[config.mk]
export PLATFORM = sky130hd
export DESIGN_NAME = lru_replacement_tracker_top
export DESIGN_NICKNAME = d
export VERILOG_FILES = /design/src/rtl/core/lru_trk_pkg.sv /design/src/rtl/core/lru_replacement_tracker_top.sv
export SDC_FILE = /design/constraint.sdc
export NUM_CORES = 1
export LEC_CHECK = 0
export BUFFER_PORTS_ARGS = -buffer_cell sky130_fd_sc_hd__buf_2
export CORE_MARGIN = 10
export CORE_UTILIZATION = 45
export CTS_CLUSTER_DIAMETER = 30
export DETAILED_ROUTE_END_ITERATION = 7
export PLACE_DENSITY_LB_ADDON = 0.15
export SLEW_MARGIN = 40
export SYNTH_ARGS = -nofsm -noshare
export SYNTH_HDL_FRONTEND = slang
export SYNTH_SLANG_ARGS = --single-unit
[constraint.sdc]
create_clock -name clock -period 4.5 [get_ports clock]
set_input_delay 0.9 -clock clock [delete_from_list [all_inputs] [get_ports clock]]
set_output_delay 0.9 -clock clock [all_outputs]
set_load 0.005 [all_outputs]
[src/rtl/core/lru_trk_pkg.sv]
// Package: opcodes, word types and defaults for the LRU replacement tracker.
`timescale 1ns / 1ps

package lru_trk_pkg;

   localparam int DEFAULT_ENTRIES = 16;
   localparam int OPCODE_W        = 3;
   localparam int SLOT_W          = 4;
   localparam int OCC_W           = 5;

   localparam logic [OPCODE_W-1:0] OP_ACCESS = 3'd0;
   localparam logic [OPCODE_W-1:0] OP_ADD    = 3'd1;
   localparam logic [OPCODE_W-1:0] OP_REMOVE = 3'd2;
   localparam logic [OPCODE_W-1:0] OP_EVICT  = 3'd3;
   localparam logic [OPCODE_W-1:0] OP_CLEAR  = 3'd4;

   typedef struct packed {
      logic [OPCODE_W-1:0] opcode;
      logic [SLOT_W-1:0]   slot;
   } req_type;

   typedef struct packed {
      logic [SLOT_W-1:0] victim_slot;
      logic              victim_found;
      logic [OCC_W-1:0]  occupancy;
   } rsp_type;

endpackage

[src/rtl/core/lru_replacement_tracker_top.sv]
// LRU replacement tracker: input register, rank update logic, result register.
// Each word passes from the input register to the result register behind rsp_valid.
// Throughput: one word per cycle unless stalled; all ranks update combinationally.
// rsp_stall holds the result register and, once the input register is also full,
// backs up into req_stall.
// Reset (synchronous, active high) empties the tracker and both pipeline registers.
`timescale 1ns / 1ps

module lru_replacement_tracker_top #(
   parameter int ENTRIES = lru_trk_pkg::DEFAULT_ENTRIES
) (
   input  logic                 clock,
   input  logic                 reset,
   input  logic                 req_valid,
   output logic                 req_stall,
   input  lru_trk_pkg::req_type req_word,
   output logic                 rsp_valid,
   input  logic                 rsp_stall,
   output lru_trk_pkg::rsp_type rsp_word
);

   localparam int RankW = (ENTRIES > 1) ? $clog2(ENTRIES) : 1;
   localparam int CntW  = $clog2(ENTRIES + 1);

   lru_trk_pkg::req_type req_ff;
   logic                 req_vld_ff;
   lru_trk_pkg::rsp_type rsp_ff, rsp_in;
   logic                 rsp_vld_ff;

   logic [ENTRIES-1:0]   tracked_ff, tracked_in;
   logic [RankW-1:0]     rank_ff [ENTRIES];
   logic [RankW-1:0]     rank_in [ENTRIES];
   logic [CntW-1:0]      count_ff, count_in;

   logic out_free;
   logic go;

   assign out_free  = !rsp_vld_ff || !rsp_stall;
   assign go        = req_vld_ff && out_free;
   assign req_stall = req_vld_ff && !out_free;
   assign rsp_valid = rsp_vld_ff;
   assign rsp_word  = rsp_ff;

   always_comb begin
      logic [ENTRIES-1:0] match;
      logic [ENTRIES-1:0] vmatch;
      logic [ENTRIES-1:0] dmatch;
      logic [RankW-1:0]   r;
      logic [RankW-1:0]   oldest;
      logic [RankW-1:0]   dr;
      logic [RankW-1:0]   vic;
      logic               hit;
      logic               found;
      logic               do_promote;
      logic               do_insert;
      logic               do_drop;
      logic               do_clear;

      oldest = RankW'(count_ff - CntW'(1));
      r      = '0;
      vic    = '0;
      for (int i = 0; i < ENTRIES; i++) begin
         match[i]  = (32'(req_ff.slot) == i);
         vmatch[i] = tracked_ff[i] && (rank_ff[i] == oldest);
         r         = r | ({RankW{match[i]}} & rank_ff[i]);
         // ranks are unique, so at most one slot matches
         vic       = vic | ({RankW{vmatch[i]}} & RankW'(i));
      end
      hit   = |(match & tracked_ff);
      found = (count_ff != '0) && (|vmatch);

      do_promote = 1'b0;
      do_insert  = 1'b0;
      do_drop    = 1'b0;
      do_clear   = 1'b0;
      unique case (req_ff.opcode)
         lru_trk_pkg::OP_ACCESS: do_promote = hit;
         lru_trk_pkg::OP_ADD: begin
            do_promote = hit;
            do_insert  = !hit && (|match);
         end
         lru_trk_pkg::OP_REMOVE: do_drop  = hit;
         lru_trk_pkg::OP_EVICT:  do_drop  = found;
         lru_trk_pkg::OP_CLEAR:  do_clear = 1'b1;
         default: ;
      endcase

      dmatch = (req_ff.opcode == lru_trk_pkg::OP_EVICT) ? vmatch : match;
      dr     = (req_ff.opcode == lru_trk_pkg::OP_EVICT) ? oldest : r;

      tracked_in = tracked_ff;
      count_in   = count_ff;
      for (int i = 0; i < ENTRIES; i++) begin
         rank_in[i] = rank_ff[i];
         if (do_clear) begin
            tracked_in[i] = 1'b0;
            rank_in[i]    = '0;
         end else if (do_promote) begin
            if (match[i]) begin
               rank_in[i] = '0;
            end else if (tracked_ff[i] && (rank_ff[i] < r)) begin
               rank_in[i] = rank_ff[i] + RankW'(1);
            end
         end else if (do_insert) begin
            if (match[i]) begin
               tracked_in[i] = 1'b1;
               rank_in[i]    = '0;
            end else if (tracked_ff[i]) begin
               rank_in[i] = rank_ff[i] + RankW'(1);
            end
         end else if (do_drop) begin
            if (dmatch[i]) begin
               tracked_in[i] = 1'b0;
               rank_in[i]    = '0;
            end else if (tracked_ff[i] && (rank_ff[i] > dr)) begin
               rank_in[i] = rank_ff[i] - RankW'(1);
            end
         end
      end

      if (do_clear) begin
         count_in = '0;
      end else if (do_insert) begin
         count_in = count_ff + CntW'(1);
      end else if (do_drop) begin
         count_in = count_ff - CntW'(1);
      end

      rsp_in.victim_found = (req_ff.opcode == lru_trk_pkg::OP_EVICT) && found;
      rsp_in.victim_slot  = rsp_in.victim_found ? lru_trk_pkg::SLOT_W'(vic) : '0;
      rsp_in.occupancy    = lru_trk_pkg::OCC_W'(count_in);
   end

   always_ff @(posedge clock) begin
      if (reset) begin
         req_vld_ff <= 1'b0;
         rsp_vld_ff <= 1'b0;
         tracked_ff <= '0;
         count_ff   <= '0;
         for (int i = 0; i < ENTRIES; i++) begin
            rank_ff[i] <= '0;
         end
      end else begin
         if (!req_stall) begin
            req_vld_ff <= req_valid;
         end
         if (out_free) begin
            rsp_vld_ff <= req_vld_ff;
         end
         if (go) begin
            tracked_ff <= tracked_in;
            count_ff   <= count_in;
            for (int i = 0; i < ENTRIES; i++) begin
               rank_ff[i] <= rank_in[i];
            end
         end
      end
   end

   // payload registers
   always_ff @(posedge clock) begin
      if (!req_stall && req_valid) begin
         req_ff <= req_word;
      end
      if (go) begin
         rsp_ff <= rsp_in;
      end
   end

endmodule

======== Yosys cells after proc, flatten, opt, wreduce, memory -nomap -nowiden ========
Memories as Yosys holds them, arrays and structs flattened.
Index checks and enable logic that the tools add are counted.
cells by class
  add/subtract/negate cells ............... 34
  $lt $le $gt $ge ......................... 32
  equality and inequality tests ........... 52
  mux-type cells .......................... 286
  bitwise operators ....................... 62
  reduce and logical (&&, ||, !) cells .... 100
operators with widths
  cell                                                                   number
  4-bit 2-to-1 mux                                                       177
  1-bit 2-to-1 mux                                                       104
  4-bit bitwise OR                                                       22
  5-bit AND reduction                                                    16
  4-bit by 1-bit adder with 4-bit output, second input constant          16
  4-bit AND                                                              16
  4-bit equality test                                                    16
  4-bit greater-than comparator                                          16
  4-bit < comparator                                                     16
  4-bit by 1-bit subtractor with 4-bit output, second input constant     16
  1-bit logical AND                                                      54
  3-bit nonzero test                                                     17
  3-bit by 2-bit != test with 1-bit output, second input constant        16
  16-bit OR reduction                                                    3
  4-bit equality test, second input constant                             8
  16-bit AND                                                             1
  4-bit by 3-bit equality test with 1-bit output, second input constant  4
  16-bit 2-to-1 mux                                                      1
  1-bit bitwise OR                                                       16
  5-bit 2-to-1 mux                                                       3
  3-bit bitwise OR                                                       3
  4-bit by 2-bit equality test with 1-bit output, second input constant  2
  3-bit by 2-bit equality test with 1-bit output, second input constant  2
  5-bit by 1-bit adder with 5-bit output, second input constant          1
  16 further kinds                                                       20
word-level totals
  register bits after elaboration ......... 40
  bits in writable memories ............... 64
  input port bits ......................... 11
  output and inout bits ................... 12
  logic and storage cells ................. 591
  memories kept ........................... 1
memory list
  name     depth  bits a word  read ports  clocked after memory_dff  write ports  line                               RTL
  rank_ff  16     4            16          0                         16           lru_replacement_tracker_top.sv:31  logic [RankW-1:0] rank_ff [ENTRIES];

======== Logic depth before layout (Yosys ltp) ========
Gate-level depths: netlist of run 1.
  depth in word-level cells ............... 27
  gate-level depth with buffers ........... 17

======== Least setup slack after synthesis of run 1 ========
Ideal clock, no wire load.
  kind .................................... register to register
  from .................................... reg req_ff[2] (netlist name)
  to ...................................... mem rank_ff[0][0] (netlist name), enable pin
  library setup time ...................... 0.377 ns
  arrival time ............................ 4.251 ns
  data required time ...................... 4.123 ns
  slack ................................... -0.128 ns
  stages on the path, launching flop included .. 18
  clock period less this slack ............ 4.628 ns
  path through ............................ edfxtp_1 -> buf_4 -> buf_6 -> buf_4 -> buf_4 -> nand2b_1 -> nor2_1 -> a222oi_1 -> nand3_1 -> nor2_1 -> nand2_1 -> o21ai_0 -> ha_1 -> and2_1 -> o221ai_1 -> a311o_1 -> a31o_2 -> nor4bb_1
RTL lines
  what              line
  end: declaration  lru_replacement_tracker_top.sv:31

==> summary.md, run 1 <==
| Metric | Value |
|---|---|
| Root buffer cell | `clkbuf_16` |
| Max_cap viols | `0` |
| # IOs | `23` |
| CP most frequent cell | `buf_4` |
| Commonest cells post-synth | `nor2_1, nand2_1, a21oi_1` |
| Slowest stage cell, crit path | `nor4_1` |
| Fin. Hold Viols | `0` |
| Largest area contributor in the netlist | `edfxtp_1` |
| Initial antenna violation count | `1` |
| Final core occ | `49.5%` |
| Gate power share | `38.5%` |
| CTS tree | `built` |
| Final setup fails | `0` |
| Fin crit period | `4.13 ns` |
| Post-CTS Hold Buffers | `0` |
| Setup bufs post-CTS | `0` |
| Fin nets | `1511` |
| WP data arrival | `4.28 ns` |
| RR Startpoint | `count_ff[0]` |
| Number of remaining DRC errors | `0` |
| Max-slew violation count | `0` |
| Area contributors post-synth | `edfxtp_1, ha_1, xnor3_1` |
| Core ar. | `0.0261 mm^2` |
| Crit Path Class | `register to register` |
| WL final | `46000 um` |
| Fmax | `242 MHz` |
| Pwr dens | `264 mW/mm^2` |
| Hold endpoint | `count_ff[4]` |
| Routed WL per cell | `26.2 um` |
| Asr flop ratio synth | `0%` |
| GRT Resource Usage Total | `27.0%` |
| Hold Path Depth | `2` |
| Worst setup SP type | `register` |
| Slew HR | `43.5%` |
| Worst slew pin tran | `0.840 ns` |
| Final Wtd Congestion | `1.08` |
| Crit-path max FO | `13` |
| Peak VDD IR | `0.000149 V` |
| Main synth FF type | `edfxtp_1` |
| Area Growth Syn to Fin | `7.87%` |
| Routed length on met3 | `4590 um` |
| Yosys top cell area share | `20.3%` |
| Clk pwr share | `23.8%` |
| Number of synthesized flops with an enable pin | `81` |
| Die height | `183 um` |
| Switching power | `1.35 mW` |
| Post-synthesis sequential area ratio | `24.1%` |
| Metal-1 WL | `19900 um` |
| DRT Pass-1 Iters | `5` |
| Mapped Avg Cell Area | `8.48 um^2` |
| Run status | `completed` |
| Mapped cell area | `0.0120 mm^2` |
| Total power | `3.41 mW` |
| Yosys Warn Count | `0` |
| Hold WC Path Type | `register to register` |
| #FFs+latches synth | `104` |
| Cell variety after synth | `102` |
| Period utilization | `91.8%` |
| Gr ovfl total | `0` |
| I/O Buffers | `22` |
| Unrepaired setup endpoints after global routing | `false` |
| Antenna-violating nets left | `0` |
| Via Count | `11800` |
| Hpwl dp | `34500 um` |
| Vias in the first global route | `10900` |
| Vias per cell | `6.74` |
| Reg2reg path depth | `13` |
| First-pass GRT wire length | `69700 um` |
| Clk pin slew, worst setup/hold paths | `0.08 ns` |
| R2r setup slk | `0.37 ns` |
| Mapped Nets | `1507` |
| PostCTS Resize Cnt | `0` |
| Worst-path cell chain | `inv_1 -> ha_1 -> buf_4 -> xnor3_1 -> nand4_1 -> o22ai_1 -> nor4_1 -> nand3_2 -> a221o_1 -> buf_4 -> o31ai_1 -> a311oi_1 -> buf_4` |
| Reg2reg end | `rank_ff[1][2]` |
| Placed cells | `1741` |
| Sw Share | `39.7%` |
| Crit-path max cell delay | `0.63 ns` |
| DIE WIDTH | `183 um` |
| Clock sink total | `104` |
| Die area | `0.0336 mm^2` |
| First DRT Iteration DRCs | `1432` |
| Max layer used | `met4` |
| Share of cells above drive strength 1 | `14.2%` |
| Met2 WL | `19900 um` |
| Reg power frac | `37.8%` |
| Number of CTS-inserted buffers | `9` |
| Largest net degree at the start of global routing | `31` |
| Syn Inst Count | `1413` |
| Nature of the critical path endpoint | `register` |
| HP Start | `count_ff[4]` |
| Pint | `2.05 mW` |
| Non-filler cells, final | `1758` |
| Cell with the most instances after synthesis | `nor2_1` |
| CP required | `4.65 ns` |
| Final setup TNS | `0 ns` |
| H-tree levels | `3` |
| Skew-Pair Late Insertion Delay | `0.37 ns` |
| CTS max path bufs | `2` |
| Rows | `59` |
| Starting Density | `45.9%` |
| Layout Skew | `0.0113 ns` |
| Pleak | `5.19 nW` |
cells in the final DEF (no fill, tap or decap), drive strengths merged, types with 9 or more instances in the layout:
master	netlist	final
a41oi	9	9
and2	17	17
a21oi	98	98
nor2	145	145
a22o	14	14
a221oi	30	30
ha	83	83
inv	67	70
o22ai	15	15
nor3	66	66
xnor2	33	33
a31o	10	10
nor4	12	12
nand4	14	14
xnor3	25	25
o32ai	9	9
nand2b	16	16
mux2i	20	20
edfxtp	81	81
or3	12	12
nand3	28	28
o2111ai	10	10
maj3	36	36
and3	12	12
a31oi	18	18
a211oi	22	22
a22oi	13	13
xor2	36	36
o21ai	60	60
dfxtp	23	23
buf	59	116
nand2	106	106
clkbuf	64	9
through the flow:
step                setup slack (ns)  hold slack [ns]  area (um^2)
floorplan                     0.0780            0.450        12000
global placement               0.364            0.486        12600
detailed placement             0.407            0.502        12600
CTS                            0.383            0.517        12900
global route                   0.138            0.540        12900
finish                         0.369            0.519        12900
critical path, delay by kind of cell (launching register included):
family          cells  cell delay (ns)
xor+xnor            1             0.38
fa+ha+maj           1             0.30
flops               1             0.34
compound gates      4             0.86
buf+inv             4             0.92
simple gates        3             1.09
power by group through the flow:
stage	clock network [mW]	logic, mW	registers [mW]
after detailed placement	0	1.28	1.30
after floorplan	0	0.998	1.18
after global placement	0	1.25	1.30
after CTS	0.820	1.28	1.28
after global routing	0.848	1.43	1.29
final	0.810	1.31	1.29
worst max-delay path by stage:
stage                      startpoint             end  slack (ns)  cells past startpoint
after floorplan             req_ff[2]   rank_ff[0][0]        0.08                     17
after global placement    count_ff[2]   rank_ff[1][2]        0.36                     10
after detailed placement    req_ff[2]   rank_ff[0][2]        0.41                     13
after CTS                   req_ff[2]   rank_ff[0][2]        0.38                     13
after global routing        req_ff[0]  rank_ff[0][20]        0.14                     16
final                     count_ff[0]   rank_ff[1][2]        0.37                     13
final cells by class:
cell class	instances	area, um^2
tap	335	419
timing repair buffer	116	853
multi-input combinational	1119	8230
antenna	1	2.50
fill	2547	13200
clock inverter	7	52.6
sequential	104	2890
clock buffer	9	225
inverter	67	251
routing by layer:
layer	vias to the layer above	GRT usage, %
met2	654	40.8
li1	5315	-
met5	-	0
met1	5776	36.9
met4	0	11.0
met3	102	5.55
flip-flops by register name, indices dropped and copies added, names as in the netlist:
signal      flops
rsp_word       10
rank_ff        64
rsp_valid       1
tracked_ff     16
count_ff        5
req_ff          7
req_vld_ff      1
cells by family (layout without fill, tap and decap cells):
group                      count (synthesis)  after routing  share of synthesized area [%]
xor gates and xnor gates                  94             94                           9.80
and+or+nand+nor                          478            478                           19.9
adders and majority gates                119            119                           11.7
muxes                                     27             27                           2.55
AOI/OAI and AO/OA                        401            401                           24.3
DFF                                      104            104                           24.1
other                                      0              1                              0
buffers and inverters                    190            199                           7.59
Power figures use the tool's default switching activity.
==> run 2: changes to the inputs <==
==> constraint.sdc (replaced) <==
create_clock -name clock -period 5.1 [get_ports clock]
set_input_delay 1.02 -clock clock [delete_from_list [all_inputs] [get_ports clock]]
set_output_delay 1.02 -clock clock [all_outputs]
set_load 0.005 [all_outputs]
==> run 2 against run 1 <==
  * Die area did not move
  * Critical path depth did not move
  * Sequential cell count did not move
  * Combinational power fell by 16%
  * Global-route usage fell by 1.3 points
  * Via count fell by 2.4%
  * Non-clock buffer count fell by 39
  * Register-to-register slack improved by 0.38 ns
  * Cell count fell by 2.3%
  * Sequential share of layout area rose by 0.54 points
  * Critical path type unchanged
  * Largest power group is now registers
==> summary.md, run 2 (synthesis results as in run 1) <==
| Metric | Value |
|---|---|
| Nature of the critical path endpoint | `register` |
| CP required | `5.10 ns (+0.45 ns)` |
| Max_cap viols | `0 (unchanged)` |
| Setup bufs post-CTS | `0 (unchanged)` |
| GRT Resource Usage Total | `25.7% (-1.3 points)` |
| Root buffer cell | `clkbuf_16` |
| Fmax | `230 MHz (-5.0%)` |
| Final Wtd Congestion | `1.04 (-3.9%)` |
| Max-slew violation count | `0 (unchanged)` |
| DIE WIDTH | `183 um (unchanged)` |
| Clock sink total | `104 (unchanged)` |
| Number of CTS-inserted buffers | `9 (unchanged)` |
| Worst slew pin tran | `0.831 ns (-0.00841 ns)` |
| Setup crit start | `req_ff[0]` |
| Reg2reg end | `rank_ff[0][0]` |
| Fin crit period | `4.35 ns (+0.218 ns)` |
| Multi-input combinational cell area | `0.00824 mm^2 (+0.15%)` |
| Starting Density | `45.9% (unchanged)` |
| Hold endpoint | `rsp_valid` |
| Area Growth Syn to Fin | `5.28%` |
| CTS max path bufs | `2 (unchanged)` |
| Diode count | `0 (-1)` |
| Antenna-violating nets left | `0 (unchanged)` |
| Core ar. | `0.0261 mm^2 (unchanged)` |
| Most common cell after layout, fill and taps aside | `nor2_1` |
| Vias in the first global route | `10600 (-2.6%)` |
| Hold Path Depth | `2 (unchanged)` |
| Worst setup SP type | `register` |
| HP Start | `req_vld_ff` |
| Unrepaired setup endpoints after global routing | `false` |
| I/O Buffers | `22 (unchanged)` |
| Routed WL per cell | `25.7 um (-1.9%)` |
| Period utilization | `85.3% (-6.5 points)` |
| Via Count | `11600 (-2.4%)` |
| Hpwl dp | `32400 um (-6.1%)` |
| Slew HR | `44.0% (+0.49 points)` |
| Crit-path max FO | `34 (+21)` |
| Post-CTS Hold Buffers | `0 (unchanged)` |
| Reg2reg path depth | `13 (unchanged)` |
| Clk pin slew, worst setup/hold paths | `0.08 ns (about the same)` |
| Layout Skew | `0.0142 ns (+0.00288 ns)` |
| # IOs | `23 (unchanged)` |
| Run status | `completed` |
| DRT Pass-1 Iters | `6 (+1)` |
| # fillers | `2536 (-0.43%)` |
| R2r setup slk | `0.75 ns (+0.38 ns)` |
| Pwr dens | `237 mW/mm^2 (-10%)` |
| Share of cells above drive strength 1 | `11.9% (-2.3 points)` |
| Die height | `183 um (unchanged)` |
| Rows | `59 (unchanged)` |
| Peak VDD IR | `0.000191 V (+28%)` |
| Fin nets | `1472 (-2.6%)` |
| WP data arrival | `4.35 ns (+0.07 ns)` |
| Gr ovfl total | `0 (unchanged)` |
| Fin. Hold Viols | `0 (unchanged)` |
| Final setup TNS | `0 ns (unchanged)` |
| Crit Path Class | `register to register` |
| CTS tree | `built` |
| WL final | `44100 um (-4.2%)` |
| FF/Latch Area | `0.00289 mm^2 (about the same)` |
| Initial antenna violation count | `1 (unchanged)` |
| Die area | `0.0336 mm^2 (unchanged)` |
| First DRT Iteration DRCs | `1480 (+3.4%)` |
| Final setup fails | `0 (unchanged)` |
| Number of remaining DRC errors | `0 (unchanged)` |
| Commonest non-fill, non-tap cells in the layout | `nor2_1, nand2_1, a21oi_1` |
| H-tree levels | `3 (unchanged)` |
| Vias per cell | `6.73 (-0.16%)` |
| Largest net degree at the start of global routing | `35 (+13%)` |
| Largest register by flop count | `rank_ff` |
| Skew-Pair Late Insertion Delay | `0.37 ns (about the same)` |
| Max reg flops | `64 (unchanged)` |
| First-pass GRT wire length | `67300 um (-3.4%)` |
| Final core occ | `48.3% (-1.2 points)` |
| Hold WC Path Type | `register to register` |
| Pleak | `4.99 nW (-3.8%)` |
| PostCTS Resize Cnt | `0 (unchanged)` |
| Fin Hold WS | `0.483 ns (-0.0363 ns)` |
| RR Startpoint | `req_ff[0]` |
==> run 2: worst max path at each step <==
stage,slack [ns],to
after CTS,0.77,rank_ff[0][20]
final,0.75,rank_ff[0][0]
after global routing,0.48,rank_ff[0][21]
after floorplan,0.47,rank_ff[0][0]
after global placement,0.81,rank_ff[0][20]
after detailed placement,0.77,rank_ff[0][20]
==> run 2: metrics by stage <==
step | cells | worst slack (ns) | area (um^2) | power, mW
3_3_place_gp | 1702 | 0.813 | 12300 | 2.20
6_report | 1718 | 0.750 | 12600 | 2.99
3_5_place_dp | 1702 | 0.774 | 12300 | 2.22
4_1_cts | 1718 | 0.770 | 12600 | 2.95
2_1_floorplan | 1413 | 0.472 | 12000 | 1.92
5_1_grt | 1718 | 0.480 | 12600 | 3.13
==> run 2: worst max-delay path, stage by stage (launching register included) <==
cell and delay, ns:
edfxtp_1 0.41, buf_4 0.26, nand2b_1 0.20, o32ai_1 0.51
a2111oi_2 0.16, and2_1 0.24, a21oi_2 0.44, buf_4 0.29
ha_1 0.26, nor2_1 0.10, maj3_1 0.18, maj3_1 0.16
a31o_2 0.14, nor4bb_1 0.63
==> run 2: per-layer routing <==
layer	global-route usage (%)	vias to the layer above	wire, um
met2	39.0	698	19300
li1	-	5234	-
met3	6.40	123	4430
met4	9.25	2	1500
met1	34.8	5502	18900
met5	0	-	13
==> run 2: area by class of cell <==
cell class                      instances  share of cell area [%]
Multi-Input combinational cell       1119                    65.3
Sequential cell                       104                    22.9
Timing Repair Buffer                   77                    4.15
Tap cell                              335                    3.32
Inverter                               67                    1.99
Clock buffer                           10                    1.81
Clock inverter                          6                   0.476
==> run 2: report_power, final <==
part           internal [mW]  switching (mW)
logic                  0.454           0.642
clock network          0.380           0.367
registers              0.986           0.157
total                   1.82            1.17
==> run 3: changes to the inputs <==
--- a/config.mk
+++ b/config.mk
@@ -8,6 +8,7 @@
 export BUFFER_PORTS_ARGS = -buffer_cell sky130_fd_sc_hd__buf_2
 export CORE_MARGIN = 10
 export CORE_UTILIZATION = 45
+export CTS_BUF_LIST = sky130_fd_sc_hd__clkbuf_4 sky130_fd_sc_hd__clkbuf_8
 export CTS_CLUSTER_DIAMETER = 30
 export DETAILED_ROUTE_END_ITERATION = 7
 export PLACE_DENSITY_LB_ADDON = 0.15
==> run 3 against run 2 <==
  * Via count is essentially flat
  * Register-to-register slack worse by 0.06 ns
  * Cell count unchanged
  * Combinational power is essentially flat
  * Cell area decreased by 0.77%
  * Total power shrank 5.7%
  * Worst setup slack got worse by 0.064 ns
  * Non-clock buffer count stayed put
  * Largest cell class unchanged
  * Largest power group unchanged
==> summary.md, run 3 (synthesis results as in run 1) <==
| Metric | Value |
|---|---|
| Run status | `completed` |
| Starting Density | `45.9% (unchanged)` |
| CTS max path bufs | `2 (unchanged)` |
| Worst slew pin tran | `0.853 ns (+0.0215 ns)` |
| # fillers | `2556 (+0.79%)` |
| Fin crit period | `4.41 ns (+0.0637 ns)` |
| CP required | `5.16 ns (+0.06 ns)` |
| I/O Buffers | `22 (unchanged)` |
| WL final | `44200 um (+0.23%)` |
| CTS tree | `built` |
| Crit-path max FO | `34 (unchanged)` |
| Slew HR | `43.2% (-0.84 points)` |
| Core ar. | `0.0261 mm^2 (unchanged)` |
| Gr ovfl total | `0 (unchanged)` |
| Antenna-violating nets left | `0 (unchanged)` |
| Pleak | `4.95 nW (-0.86%)` |
| Vias per cell | `6.73 (about the same)` |
| Skew-Pair Late Insertion Delay | `0.43 ns (+0.06 ns)` |
| Clk pwr share | `20.5% (-4.5 points)` |
| Gate power share | `38.9% (+2.2 points)` |
| Die area | `0.0336 mm^2 (unchanged)` |
| Max-slew violation count | `0 (unchanged)` |
| # IOs | `23 (unchanged)` |
| Area Growth Syn to Fin | `4.47%` |
| PostCTS Resize Cnt | `0 (unchanged)` |
| First-pass GRT wire length | `67300 um (about the same)` |
| Worst setup SP type | `register` |
| Max reg flops | `64 (unchanged)` |
| Share of cells above drive strength 1 | `11.9% (+0.072 points)` |
| Switching power | `1.15 mW (-1.7%)` |
| Largest register by flop count | `rank_ff` |
| Clk pin slew, worst setup/hold paths | `0.13 ns (+0.05 ns)` |
| Final setup TNS | `0 ns (unchanged)` |
| Fin nets | `1472 (unchanged)` |
| Root buffer cell | `clkbuf_8` |
| Final Wtd Congestion | `1.04 (unchanged)` |
| Rows | `59 (unchanged)` |
| WP data arrival | `4.47 ns (+0.12 ns)` |
| First DRT Iteration DRCs | `1499 (+1.3%)` |
| Layout Skew | `0.0278 ns (+0.0136 ns)` |
| Reg power frac | `40.5% (+2.2 points)` |
| Post-CTS Hold Buffers | `0 (unchanged)` |
| Commonest non-fill, non-tap cells in the layout | `nor2_1, nand2_1, a21oi_1` |
| Number of CTS-inserted buffers | `9 (unchanged)` |
| Unrepaired setup endpoints after global routing | `false` |
| Max_cap viols | `0 (unchanged)` |
| Fin Hold WS | `0.475 ns (-0.00785 ns)` |
| Sw Share | `40.7% (+1.7 points)` |
| DRT Pass-1 Iters | `6 (unchanged)` |
| Area after DPL | `0.0123 mm^2 (unchanged)` |
| Setup ws final | `0.687 ns (-0.0637 ns)` |
| Fin. Hold Viols | `0 (unchanged)` |
| H-tree levels | `3 (unchanged)` |
| Routed WL per cell | `25.7 um (+0.23%)` |
| Initial antenna violation count | `1 (unchanged)` |
| Nature of the critical path endpoint | `register` |
| Pint | `1.67 mW (-8.2%)` |
| Crit Path Class | `register to register` |
| Peak VDD IR | `0.000105 V (-45%)` |
| DIE WIDTH | `183 um (unchanged)` |
| Setup Slack @ Placement | `0.774 ns (unchanged)` |
| Pwr dens | `225 mW/mm^2 (-4.9%)` |
| Most common cell after layout, fill and taps aside | `nor2_1` |
| Hold WC Path Type | `register to register` |
| Setup bufs post-CTS | `0 (unchanged)` |
| Final instance area | `0.0125 mm^2 (-0.77%)` |
| GRT Resource Usage Total | `25.7% (about the same)` |
| Die height | `183 um (unchanged)` |
| Vias in the first global route | `10600 (-0.066%)` |
| Fmax | `227 MHz (-1.4%)` |
| Diode count | `0 (unchanged)` |
| Largest net degree at the start of global routing | `35 (unchanged)` |
| Hpwl dp | `32400 um (unchanged)` |
| Number of remaining DRC errors | `0 (unchanged)` |
| Clock sink total | `104 (unchanged)` |
| Via Count | `11600 (+0.061%)` |
| Final setup fails | `0 (unchanged)` |
| Period utilization | `86.5% (+1.2 points)` |
-- run 3: final timing paths --
check / endpoint / startpoint / cells after the start / slack (ns)
hold / removal: rsp_valid / req_vld_ff / 2 / 0.48
setup reg to reg: rank_ff[0][0] / req_ff[0] / 13 / 0.69
setup / recovery: rank_ff[0][0] / req_ff[0] / 13 / 0.69
hold reg to reg: rsp_valid / req_vld_ff / 2 / 0.48
-- run 3: cell type report --
class | count | area [um^2] | area share [%]
Multi-Input combinational cell | 1119 | 8240 | 65.8
Sequential cell | 104 | 2890 | 23.1
Timing Repair Buffer | 77 | 523 | 4.18
Tap cell | 335 | 419 | 3.35
Inverter | 67 | 251 | 2.01
Clock buffer | 10 | 131 | 1.05
Clock inverter | 6 | 60.1 | 0.480
-- run 3: critical path: stages, from the launching register on --
cell and delay (ns):
edfxtp_1 0.41, buf_4 0.26, nand4bb_1 0.38, o32ai_1 0.38, a2111oi_2 0.16, and2_1 0.24, a21oi_2 0.45, buf_4 0.29
ha_1 0.26, nor2_1 0.10, maj3_1 0.17, maj3_1 0.16, a31o_2 0.14, nor4bb_1 0.64
-- run 3: metrics by stage --
step	cells	power, mW	utilization (%)
4_1_cts	1718	2.79	47.7
6_report	1718	2.82	47.9
3_3_place_gp	1702	2.20	47.0
2_1_floorplan	1413	1.92	-
3_5_place_dp	1702	2.22	47.0
5_1_grt	1718	2.96	47.9
-- run 3: power by group through the flow --
| stage | sequential (mW) | clock (mW) | combinational (mW) |
|---|---|---|---|
| after floorplan | 1.04 | 0 | 0.879 |
| after global placement | 1.16 | 0 | 1.05 |
| after detailed placement | 1.15 | 0 | 1.06 |
| after CTS | 1.14 | 0.588 | 1.07 |
| after global routing | 1.15 | 0.614 | 1.20 |
| final | 1.14 | 0.578 | 1.10 |
-- run 3: routing by layer --
metal  global-route usage (%)  vias up  share of wire [%]
met5                        0        -              0.029
met4                     9.93        2                3.5
met3                     6.40      114                 10
met2                     38.7      661                 44
met1                     34.8     5553                 43
li1                         -     5236                  -
